--- src/rtl/frame_packet_loss_tracker_top_assert.svh ---
// Assertion macros shared by the frame packet loss tracker RTL.
// Uses the clk and rst_n names of the including module; no other dependencies.
`ifndef FRAME_PACKET_LOSS_TRACKER_TOP_ASSERT_SVH
`define FRAME_PACKET_LOSS_TRACKER_TOP_ASSERT_SVH
`ifndef SYNTHESIS
// Clocked property, masked while reset is asserted
`define FPLT_ASSERT(lbl, prop, msg) \
    lbl: assert property (@(posedge clk) disable iff (!rst_n) prop) else $error(msg);
// Same-cycle implication built on the macro above
`define FPLT_ASSERT_IMPL(lbl, ante, cons, msg) \
    `FPLT_ASSERT(lbl, (ante) |-> (cons), msg)
`else
`define FPLT_ASSERT(lbl, prop, msg)
`define FPLT_ASSERT_IMPL(lbl, ante, cons, msg)
`endif
`endif

--- src/rtl/fplt_pkg.sv ---
// Package for the frame packet loss tracker: field widths, codes, command word.
// No dependencies; imported by every module of the block.
`default_nettype none

package fplt_pkg;

    localparam int FRAME_PACKETS_DEF = 128;
    localparam int FRAME_W           = 64;
    localparam int SLOT_W            = 7;
    localparam int COUNT_W           = 8;
    localparam int ORDER_W           = 2;
    localparam int QUEUE_DEPTH       = 2;

    // Slot order register codes; the unused code behaves as ascending
    localparam logic [ORDER_W-1:0] ORDER_INTERLEAVED = 2'd0;
    localparam logic [ORDER_W-1:0] ORDER_DESCENDING  = 2'd1;
    localparam logic [ORDER_W-1:0] ORDER_ASCENDING   = 2'd2;

    // Result kinds
    typedef enum logic [1:0] {
        KIND_PLACE = 2'd0,
        KIND_CLOSE = 2'd1,
        KIND_DROP  = 2'd2
    } kind_t;

    // Which result of a command the back end is emitting
    typedef enum logic [1:0] {
        PH_CLOSE_OLD = 2'd0,
        PH_PLACE     = 2'd1,
        PH_CLOSE_NEW = 2'd2,
        PH_DROP      = 2'd3
    } phase_t;

    // Classified packet, passed from front end to back end through the queue
    typedef struct packed {
        logic               drop;
        logic               close_old;
        logic               close_new;
        logic [FRAME_W-1:0] frame;
        logic [SLOT_W-1:0]  slot;
        logic [COUNT_W-1:0] place_missed;
        logic [FRAME_W-1:0] old_frame;
        logic [COUNT_W-1:0] old_missed;
        logic [COUNT_W-1:0] old_valid;
        logic               old_full;
        logic [COUNT_W-1:0] new_valid;
        logic               new_full;
    } cmd_t;

    // Clamp an internal count to the 8-bit result field
    function automatic logic [COUNT_W-1:0] sat8(input logic [15:0] v);
        logic [COUNT_W-1:0] r;
        r = (v > 16'd255) ? 8'hFF : v[COUNT_W-1:0];
        return r;
    endfunction

endpackage

`default_nettype wire

--- src/rtl/frame_packet_loss_tracker_top.sv ---
// Top level of the frame packet loss tracker: front end, command queue, back end.
// Depends on fplt_pkg, fplt_front, fplt_queue and fplt_back.
//
// Usage:
//   in channel (in_valid/in_ready): one word per received packet, carrying
//   frame_no and pkt_slot. out channel (out_valid/out_ready): result
//   words kind, frame_id, slot, missed_before, valid_count, frame_full, last;
//   last marks the final result of one packet. cfg channel (cfg_valid/
//   cfg_ready/cfg_data) writes slot_order; cfg_ready is always high, write it
//   only while the block is idle.
//   An accepted packet word is written into the queue; with the output
//   register free, its first result is then loaded into the output register.
//   A packet yields one result, two when it closes the previous frame or
//   ends its own, three when both. The front end takes one word per cycle
//   while the queue has room; the back end sends one result per cycle while
//   out_ready is high: one packet per cycle when each gives one result.
//   Reset clears slot_order to interleaved, closes any frame and empties the
//   two-entry queue. When the receiver stalls, the output register holds its
//   word, the queue fills and in_ready drops once both queue entries are taken.
`default_nettype none

module frame_packet_loss_tracker_top
    import fplt_pkg::*;
#(
    parameter int FRAME_PACKETS = FRAME_PACKETS_DEF
) (
    input  wire logic               clk,
    input  wire logic               rst_n,
    input  wire logic               cfg_valid,
    output logic                    cfg_ready,
    input  wire logic [ORDER_W-1:0] cfg_data,
    input  wire logic               in_valid,
    output logic                    in_ready,
    input  wire logic [FRAME_W-1:0] frame_no,
    input  wire logic [SLOT_W-1:0]  pkt_slot,
    output logic                    out_valid,
    input  wire logic               out_ready,
    output logic [1:0]              kind,
    output logic [FRAME_W-1:0]      frame_id,
    output logic [SLOT_W-1:0]       slot,
    output logic [COUNT_W-1:0]      missed_before,
    output logic [COUNT_W-1:0]      valid_count,
    output logic                    frame_full,
    output logic                    last
);

    logic cmd_push;
    cmd_t cmd;
    logic queue_full;
    logic head_valid;
    cmd_t head_cmd;
    logic pop;

    // Classification and frame state
    fplt_front #(
        .FRAME_PACKETS (FRAME_PACKETS)
    ) u_front (
        .clk           (clk),
        .rst_n         (rst_n),
        .cfg_valid     (cfg_valid),
        .cfg_ready     (cfg_ready),
        .cfg_data      (cfg_data),
        .in_valid      (in_valid),
        .in_ready      (in_ready),
        .frame_no      (frame_no),
        .pkt_slot      (pkt_slot),
        .queue_full    (queue_full),
        .cmd_push      (cmd_push),
        .cmd           (cmd)
    );

    // Command queue
    fplt_queue u_queue (
        .clk        (clk),
        .rst_n      (rst_n),
        .push       (cmd_push),
        .push_cmd   (cmd),
        .full       (queue_full),
        .pop        (pop),
        .head_valid (head_valid),
        .head_cmd   (head_cmd)
    );

    // Result expansion and output register
    fplt_back u_back (
        .clk           (clk),
        .rst_n         (rst_n),
        .head_valid    (head_valid),
        .head_cmd      (head_cmd),
        .pop           (pop),
        .out_valid     (out_valid),
        .out_ready     (out_ready),
        .kind          (kind),
        .frame_id      (frame_id),
        .slot          (slot),
        .missed_before (missed_before),
        .valid_count   (valid_count),
        .frame_full    (frame_full),
        .last          (last)
    );

endmodule

`default_nettype wire

--- src/rtl/fplt_front.sv ---
// Front end: holds the slot order register and the open-frame state, classifies
// each packet word into a command word. Depends on fplt_pkg.
`default_nettype none

module fplt_front
    import fplt_pkg::*;
#(
    parameter int FRAME_PACKETS = FRAME_PACKETS_DEF
) (
    input  wire logic               clk,
    input  wire logic               rst_n,
    input  wire logic               cfg_valid,
    output logic                    cfg_ready,
    input  wire logic [ORDER_W-1:0] cfg_data,
    input  wire logic               in_valid,
    output logic                    in_ready,
    input  wire logic [FRAME_W-1:0] frame_no,
    input  wire logic [SLOT_W-1:0]  pkt_slot,
    input  wire logic               queue_full,
    output logic                    cmd_push,
    output cmd_t                    cmd
);

    localparam int CW   = $clog2(FRAME_PACKETS + 1);
    localparam int IW   = $clog2(FRAME_PACKETS + 256);
    localparam int HALF = FRAME_PACKETS / 2;

    localparam logic [IW-1:0] F_I       = IW'(FRAME_PACKETS);
    localparam logic [IW-1:0] LAST_I    = IW'(FRAME_PACKETS - 1);
    localparam logic [IW-1:0] HALF_I    = IW'(HALF);
    localparam logic [IW-1:0] HALF_M1_I = IW'(HALF - 1);
    localparam logic [CW-1:0] F_C       = CW'(FRAME_PACKETS);
    localparam logic [CW-1:0] LAST_C    = CW'(FRAME_PACKETS - 1);

    logic [ORDER_W-1:0] slot_order_reg;
    logic [FRAME_W-1:0] open_frame_reg;
    logic               active_reg;
    logic [CW-1:0]      pos_reg;
    logic [CW-1:0]      good_reg;

    logic [IW-1:0] n_ext;
    logic [IW-1:0] lo_diff;
    logic [IW-1:0] hi_diff;
    logic [IW-1:0] idx;
    logic [CW-1:0] idx_c;
    logic          idx_ok;
    logic          same;
    logic          change;
    logic          late;
    logic          drop;
    logic          closes;
    logic [CW-1:0] base_pos;
    logic [CW-1:0] base_good;
    logic [CW-1:0] new_good;

    assign cfg_ready = 1'b1;
    assign in_ready  = !queue_full;
    assign cmd_push  = in_valid && in_ready;

    // Slot number to position in the expected order
    assign n_ext   = IW'(pkt_slot);
    assign lo_diff = HALF_M1_I - n_ext;
    assign hi_diff = n_ext - HALF_I;

    always_comb
    begin
        unique case (slot_order_reg)
            ORDER_DESCENDING:
            begin
                idx = (n_ext > LAST_I) ? F_I : (LAST_I - n_ext);
            end
            ORDER_INTERLEAVED:
            begin
                if (n_ext < HALF_I)
                    idx = {lo_diff[IW-2:0], 1'b0};
                else
                    idx = {hi_diff[IW-2:0], 1'b1};
            end
            default:
            begin
                idx = n_ext;
            end
        endcase
    end

    // Classification against the open frame
    assign idx_ok    = idx < F_I;
    assign idx_c     = idx[CW-1:0];
    assign same      = active_reg && (frame_no == open_frame_reg);
    assign change    = active_reg && !same;
    assign late      = same && (idx_c < pos_reg);
    assign drop      = !idx_ok || late;
    assign closes    = idx_c == LAST_C;
    assign base_pos  = same ? pos_reg : '0;
    assign base_good = same ? good_reg : '0;
    assign new_good  = base_good + CW'(1);

    // Command word
    always_comb
    begin
        cmd.drop         = drop;
        cmd.close_old    = !drop && change;
        cmd.close_new    = !drop && closes;
        cmd.frame        = frame_no;
        cmd.slot         = pkt_slot;
        cmd.place_missed = sat8(16'(idx_c - base_pos));
        cmd.old_frame    = open_frame_reg;
        cmd.old_missed   = sat8(16'(F_C - pos_reg));
        cmd.old_valid    = sat8(16'(good_reg));
        cmd.old_full     = good_reg == F_C;
        cmd.new_valid    = sat8(16'(new_good));
        cmd.new_full     = new_good == F_C;
    end

    // Configuration register
    always_ff @(posedge clk or negedge rst_n)
    begin
        if (!rst_n)
            slot_order_reg <= ORDER_INTERLEAVED;
        else if (cfg_valid && cfg_ready)
            slot_order_reg <= cfg_data;
    end

    // Open-frame state; the last slot of the order closes the frame
    always_ff @(posedge clk or negedge rst_n)
    begin
        if (!rst_n)
        begin
            open_frame_reg <= '0;
            active_reg     <= 1'b0;
            pos_reg        <= '0;
            good_reg       <= '0;
        end
        else if (cmd_push && !drop)
        begin
            open_frame_reg <= frame_no;
            if (closes)
            begin
                active_reg <= 1'b0;
                pos_reg    <= '0;
                good_reg   <= '0;
            end
            else
            begin
                active_reg <= 1'b1;
                pos_reg    <= idx_c + CW'(1);
                good_reg   <= new_good;
            end
        end
    end

endmodule

`default_nettype wire

--- src/rtl/fplt_queue.sv ---
// Short command queue between front end and back end.
// Depends on fplt_pkg for the command word type and depth.
`default_nettype none

module fplt_queue
    import fplt_pkg::*;
(
    input  wire logic clk,
    input  wire logic rst_n,
    input  wire logic push,
    input  wire cmd_t push_cmd,
    output logic      full,
    input  wire logic pop,
    output logic      head_valid,
    output cmd_t      head_cmd
);

    localparam int PW = (QUEUE_DEPTH > 1) ? $clog2(QUEUE_DEPTH) : 1;
    localparam int NW = $clog2(QUEUE_DEPTH + 1);
    localparam logic [PW-1:0] LAST_P = PW'(QUEUE_DEPTH - 1);
    localparam logic [NW-1:0] DEPTH_N = NW'(QUEUE_DEPTH);

    cmd_t          entry_reg [QUEUE_DEPTH];
    logic [PW-1:0] wr_ptr_reg;
    logic [PW-1:0] rd_ptr_reg;
    logic [NW-1:0] count_reg;

    assign full       = count_reg == DEPTH_N;
    assign head_valid = count_reg != '0;
    assign head_cmd   = entry_reg[rd_ptr_reg];

    // Entry storage; cleared so an empty head decodes to a known phase
    always_ff @(posedge clk or negedge rst_n)
    begin
        if (!rst_n)
        begin
            for (int i = 0; i < QUEUE_DEPTH; i++)
                entry_reg[i] <= '0;
        end
        else if (push)
            entry_reg[wr_ptr_reg] <= push_cmd;
    end

    // Pointers and fill count
    always_ff @(posedge clk or negedge rst_n)
    begin
        if (!rst_n)
        begin
            wr_ptr_reg <= '0;
            rd_ptr_reg <= '0;
            count_reg  <= '0;
        end
        else
        begin
            if (push)
                wr_ptr_reg <= (wr_ptr_reg == LAST_P) ? '0 : wr_ptr_reg + PW'(1);
            if (pop)
                rd_ptr_reg <= (rd_ptr_reg == LAST_P) ? '0 : rd_ptr_reg + PW'(1);
            if (push && !pop)
                count_reg <= count_reg + NW'(1);
            else if (pop && !push)
                count_reg <= count_reg - NW'(1);
        end
    end

endmodule

`default_nettype wire

--- src/rtl/fplt_back.sv ---
// Back end: expands each command word into one to three result words and holds
// them in the output register. Depends on fplt_pkg and the assertion header.
`default_nettype none
`include "frame_packet_loss_tracker_top_assert.svh"

module fplt_back
    import fplt_pkg::*;
(
    input  wire logic                clk,
    input  wire logic                rst_n,
    input  wire logic                head_valid,
    input  wire cmd_t                head_cmd,
    output logic                     pop,
    output logic                     out_valid,
    input  wire logic                out_ready,
    output logic [1:0]               kind,
    output logic [FRAME_W-1:0]       frame_id,
    output logic [SLOT_W-1:0]        slot,
    output logic [COUNT_W-1:0]       missed_before,
    output logic [COUNT_W-1:0]       valid_count,
    output logic                     frame_full,
    output logic                     last
);

    phase_t             ph_reg;
    phase_t             ph_next;
    logic               started_reg;
    phase_t             cur_ph;
    logic               is_last;
    logic               load;

    logic               out_valid_reg;
    kind_t              kind_reg;
    logic [FRAME_W-1:0] frame_reg;
    logic [SLOT_W-1:0]  slot_reg;
    logic [COUNT_W-1:0] missed_reg;
    logic [COUNT_W-1:0] valid_reg;
    logic               full_reg;
    logic               last_reg;

    kind_t              kind_next;
    logic [FRAME_W-1:0] frame_next;
    logic [SLOT_W-1:0]  slot_next;
    logic [COUNT_W-1:0] missed_next;
    logic [COUNT_W-1:0] valid_next;
    logic               full_next;

    assign load = head_valid && (!out_valid_reg || out_ready);
    assign pop  = load && is_last;

    // Current phase: a fresh command starts at its first result
    always_comb
    begin
        if (started_reg)
            cur_ph = ph_reg;
        else if (head_cmd.drop)
            cur_ph = PH_DROP;
        else if (head_cmd.close_old)
            cur_ph = PH_CLOSE_OLD;
        else
            cur_ph = PH_PLACE;
    end

    // Next phase
    always_comb
    begin
        unique case (cur_ph)
            PH_CLOSE_OLD: ph_next = PH_PLACE;
            PH_PLACE:     ph_next = PH_CLOSE_NEW;
            default:      ph_next = PH_DROP;
        endcase
    end

    // Result word for the current phase
    always_comb
    begin
        kind_next   = KIND_PLACE;
        frame_next  = head_cmd.frame;
        slot_next   = '0;
        missed_next = '0;
        valid_next  = '0;
        full_next   = 1'b0;
        is_last     = 1'b1;
        unique case (cur_ph)
            PH_CLOSE_OLD:
            begin
                kind_next   = KIND_CLOSE;
                frame_next  = head_cmd.old_frame;
                missed_next = head_cmd.old_missed;
                valid_next  = head_cmd.old_valid;
                full_next   = head_cmd.old_full;
                is_last     = 1'b0;
            end
            PH_PLACE:
            begin
                slot_next   = head_cmd.slot;
                missed_next = head_cmd.place_missed;
                is_last     = !head_cmd.close_new;
            end
            PH_CLOSE_NEW:
            begin
                kind_next  = KIND_CLOSE;
                valid_next = head_cmd.new_valid;
                full_next  = head_cmd.new_full;
            end
            PH_DROP:
            begin
                kind_next = KIND_DROP;
                slot_next = head_cmd.slot;
            end
        endcase
    end

    // Phase tracking within a command
    always_ff @(posedge clk or negedge rst_n)
    begin
        if (!rst_n)
        begin
            started_reg <= 1'b0;
            ph_reg      <= PH_PLACE;
        end
        else if (load)
        begin
            started_reg <= !is_last;
            ph_reg      <= ph_next;
        end
    end

    // Output register valid
    always_ff @(posedge clk or negedge rst_n)
    begin
        if (!rst_n)
            out_valid_reg <= 1'b0;
        else if (load)
            out_valid_reg <= 1'b1;
        else if (out_ready)
            out_valid_reg <= 1'b0;
    end

    // Output register payload
    always_ff @(posedge clk or negedge rst_n)
    begin
        if (!rst_n)
        begin
            kind_reg <= KIND_PLACE;
            last_reg <= 1'b0;
            full_reg <= 1'b0;
        end
        else if (load)
        begin
            kind_reg <= kind_next;
            last_reg <= is_last;
            full_reg <= full_next;
        end
    end

    always_ff @(posedge clk)
    begin
        if (load)
        begin
            frame_reg  <= frame_next;
            slot_reg   <= slot_next;
            missed_reg <= missed_next;
            valid_reg  <= valid_next;
        end
    end

    assign out_valid     = out_valid_reg;
    assign kind          = kind_reg;
    assign frame_id      = frame_reg;
    assign slot          = slot_reg;
    assign missed_before = missed_reg;
    assign valid_count   = valid_reg;
    assign frame_full    = full_reg;
    assign last          = last_reg;

    // Checks
    `FPLT_ASSERT_IMPL(a_drop_is_last, out_valid_reg && (kind_reg == KIND_DROP), last_reg, "drop result not last")
    `FPLT_ASSERT_IMPL(a_full_on_close, out_valid_reg && full_reg, kind_reg == KIND_CLOSE, "full flag off close")
    `FPLT_ASSERT_IMPL(a_mid_cmd_head, started_reg, head_valid, "command left queue mid-expansion")
    `FPLT_ASSERT(a_pop_gives_last, pop |=> (out_valid_reg && last_reg), "pop without last result")

endmodule

`default_nettype wire
--- config.mk ---
export PLATFORM = sky130hd
export DESIGN_NAME = frame_packet_loss_tracker_top
export DESIGN_NICKNAME = d
export VERILOG_FILES = /design/src/rtl/fplt_pkg.sv /design/src/rtl/frame_packet_loss_tracker_top.sv /design/src/rtl/fplt_front.sv /design/src/rtl/fplt_queue.sv /design/src/rtl/fplt_back.sv
export VERILOG_INCLUDE_DIRS = /design/src /design/src/rtl
export SDC_FILE = /design/constraint.sdc
export NUM_CORES = 1
export LEC_CHECK = 0
export ABC_AREA = 1
export CAP_MARGIN = 30
export CELL_PAD_IN_SITES_DETAIL_PLACEMENT = 0
export CELL_PAD_IN_SITES_GLOBAL_PLACEMENT = 1
export CORE_AREA = 2 2 247 249
export DETAILED_ROUTE_END_ITERATION = 7
export DIE_AREA = 0 0 249 251
export DONT_BUFFER_PORTS = 1
export MAX_ROUTING_LAYER = met4
export PLACE_DENSITY = 0.71
export SYNTH_ARGS = -nofsm -noshare
export SYNTH_HDL_FRONTEND = slang
export SYNTH_SLANG_ARGS = --single-unit
--- constraint.sdc ---
create_clock -name clk -period 8.4 [get_ports clk]
set_input_delay 0.42 -clock clk [delete_from_list [all_inputs] [get_ports clk]]
set_output_delay 0.42 -clock clk [all_outputs]
set_load 0.02 [all_outputs]
==> metrics.csv <==
stage;metric;value;unit
synth;sequential area share after synthesis;57.2;%
setup_path;Reg2Reg Depth;10;
cells_and_area;Area Growth Syn to Fin;13.8;%
sta;Worst-Margin Slew;1.90;ns
global_route;GRT Total Usage;19.8;%
global_route;vias in the first global route;17300;
setup_path;RR Endpoint;u_back.frame_id[32];
power;Pleak;12.5;nW
sta;Tcrit/Tclk final;46.7;%
sta;RSZ-0062 raised after global routing;no;
synth;leading area contributor after synthesis;dfrtp_1;
cells_and_area;commonest non-fill, non-tap cell in the layout;nand2_1;
cells_and_area;Largest register FFs;344;
cts;total clock buffers created by CTS;58;
placed_design;final RePlAce weighted congestion;0.839;
global_route;initial antenna violation count;0;
power;Worst VDD drop;0.200;mV
placed_design;# port buffers;0;
sta;relative slew slack;-26.4;%
route;Via density;5.06;
die;number of cell rows;90;
route;drt drc;0;
setup_path;critical path type;flip-flop to flip-flop;
cts;clock-pin slew on the worst setup and hold paths;0.06;ns
power;Pwr Density;406;nW/µm²
cts;number of hold buffers added after cts;68;
job;MaxCap Viol Count;0;
route;Routed WL;59800;µm
cts;setup bufs post-CTS;0;
sta;FMAX;255;MHz
synth;Synth top area share;46.1;%
route;drt pass-1 iters;5;
cts;clock latency at the later pin of the worst-skew pair;0.62;ns
run_status;failing checks;negative hold slack, max-slew violations;
setup_path;critical register-to-register path startpoint;u_queue.rd_ptr_reg;
sta;setup_tns;0;ns
setup_path;Crit. End Element;flip-flop;
setup_path;flop2flop setup slack;4.48;ns
die;Starting Density;39.7;%
route;final antenna-violating net count;0;
cts;clock net sink count;526;
synth;#FFs+latches synth;526;
cells_and_area;Final nets;2700;
sta;WHS;-0.506;ns
sta;final setup violation count;0;
sta;Final Slew Violations;176;
cts;CTS tree;built;
synth;synth unique cells;46;
cts;Clock Tree Root;clkbuf_16;
setup_path;Critical-path top delay cell;dfrtp_4;
cts;htree depth;2;
cts;post-CTS resize count;0;
cells_and_area;share of layout cells above drive strength 1;7.88;%
die;DIE WIDTH;249;µm
sta;Final Skew;0.0189;ns
setup_path;CP arrival;4.25;ns
die;area of the die;62500;µm²
synth;synthesized area per cell;9.15;µm²
die;Ports;172;
global_route;pin count of the biggest net entering global routing;440;
synth;mapped cell area;23800;µm²
die;Die Span Y;251;µm
sta;Hold Vio Cnt, Final;438;
setup_path;delay of the slowest critical-path stage;0.93;ns
cells_and_area;commonest cells after routing, fill and taps aside;739 x nand2_1, 437 x dfrtp_1, 430 x o21ai_0;
setup_path;maximum fanout along the worst path;83;
synth;syn_nets;2694;
sta;worst setup margin;4.48;ns
placed_design;dpl ws;4.42;ns
setup_path;Startpoint Class;flip-flop;
synth;main area contributors after synthesis;dfrtp_1 46%, nand2_1 12%, edfxtp_1 11%, o21ai_0 9.1%, inv_1 3.4%;
synth;Post-Syn Instances;2597;
cells_and_area;ANT cells;0;
synth;Yosys warnings;0;
sta;post-layout min period;3.92;ns
setup_path;CP required;8.73;ns
placed_design;Detailed Place HPWL;34500;µm
die;Core Footprint;59800;µm²
route;first-iteration detailed-routing DRC count;1357;
global_route;first-pass GRT wire length;95900;µm
global_route;grt ovf;0;
route;drt wl/cell;17.4;µm
route;vias post-DR;17400;
cts;clk buf depth;3;
min_path;Hold WC Path Type;input port to asynchronous set/reset pin;
run_status;outcome;finished with violations;
setup_path;CP Cell Sequence;inv_2 -> a21oi_1 -> o211ai_1 -> o21ai_1 -> inv_2 -> nor2_4 -> inv_4 -> buf_4 -> o211ai_1 -> o21ai_0;
[cell type report]
type	instances	area (µm²)
sequential	526	13600
clock inverter	31	354
tap	782	978
timing repair buffer	84	893
fill	5713	32800
clock buffer	78	1630
multi-input combinational	1703	8700
inverter	230	886
[per-layer routing]
layer / share of wire (%) / vias up / GRT usage, %
met4: 2.7 / 0 / 6.25
met3: 4.7 / 98 / 3.61
li1: - / 8485 / -
met2: 47 / 360 / 31.6
met1: 46 / 8427 / 25.8
met5: 0 / - / -
[cell families (layout without fill, tap and decap cells)]
| kind of cell | count (synthesis) | after routing | share of synthesized area (%) |
|---|---|---|---|
| AO/OA/AOI/OAI | 613 | 613 | 13.9 |
| multiplexers | 80 | 80 | 3.37 |
| AND/OR/NAND/NOR | 926 | 926 | 15.9 |
| adder cells (fa/ha/maj) | 19 | 19 | 1.03 |
| other | 1 | 1 | 0.0158 |
| buffers and inverters | 368 | 423 | 6.24 |
| XOR/XNOR | 64 | 64 | 2.36 |
| flip-flops | 526 | 526 | 57.2 |
[synthesized netlist by cell type, drive strengths merged]
master   instances
and2             1
dfrtp          438
a21oi           23
o22ai           12
inv            226
ha              18
nand2          742
mux2i           80
o21a            10
nor4             1
fa               1
nand3b           1
o2111ai          1
xor2            23
a31oi            1
o21ai          500
clkinv           4
nor3             5
buf             31
conb             1
nand3           21
xnor2           41
nor2            81
or2             65
edfxtp          87
dfstp            1
clkbuf         107
nand4            9
o21bai           1
o211ai          65
[critical path: cells and delay by family, from the launching register on]
| kind | cells | cell delay (ns) |
|---|---|---|
| DFF | 1 | 0.93 |
| and+or+nand+nor | 1 | 0.47 |
| buffers and inverters | 4 | 1.05 |
| AOI/OAI and AO/OA | 5 | 1.13 |
[per-stage QoR]
stage               total power, mW  std cells  utilization (%)  area, µm²  hold WS (ns)
global route                   11.8       3434             45.2      27000        -0.549
floorplan                      7.33       2597                -      23800         0.124
global placement               8.22       3253             40.6      24300         0.147
CTS                            11.1       3432             45.1      27000        -0.534
detailed placement             8.37       3255             40.7      24300         0.149
finish                         11.0       3434             45.2      27000        -0.506
[report_power, final]
| part | internal [mW] | switching (mW) | leakage [nW] |
|---|---|---|---|
| logic | 1.25 | 2.19 | 5.08 |
| clock network | 1.57 | 1.05 | 0.983 |
| registers | 3.91 | 0.994 | 6.40 |
| total | 6.74 | 4.23 | 12.5 |
[how the worst max path moves through the flow]
stage,from,to,slack [ns]
6_report,u_queue.rd_ptr_reg,u_back.frame_id[32],4.48
5_1_grt,u_queue.rd_ptr_reg,u_back.frame_id[56],4.11
4_1_cts,u_queue.rd_ptr_reg,u_back.frame_id[51],4.42
3_5_place_dp,u_queue.rd_ptr_reg,u_back.frame_id[51],4.42
3_3_place_gp,u_queue.rd_ptr_reg,u_back.frame_id[51],4.54
2_1_floorplan,u_back.out_valid,u_back.ph_reg[1],1.61
Power figures use the tool's default switching activity.
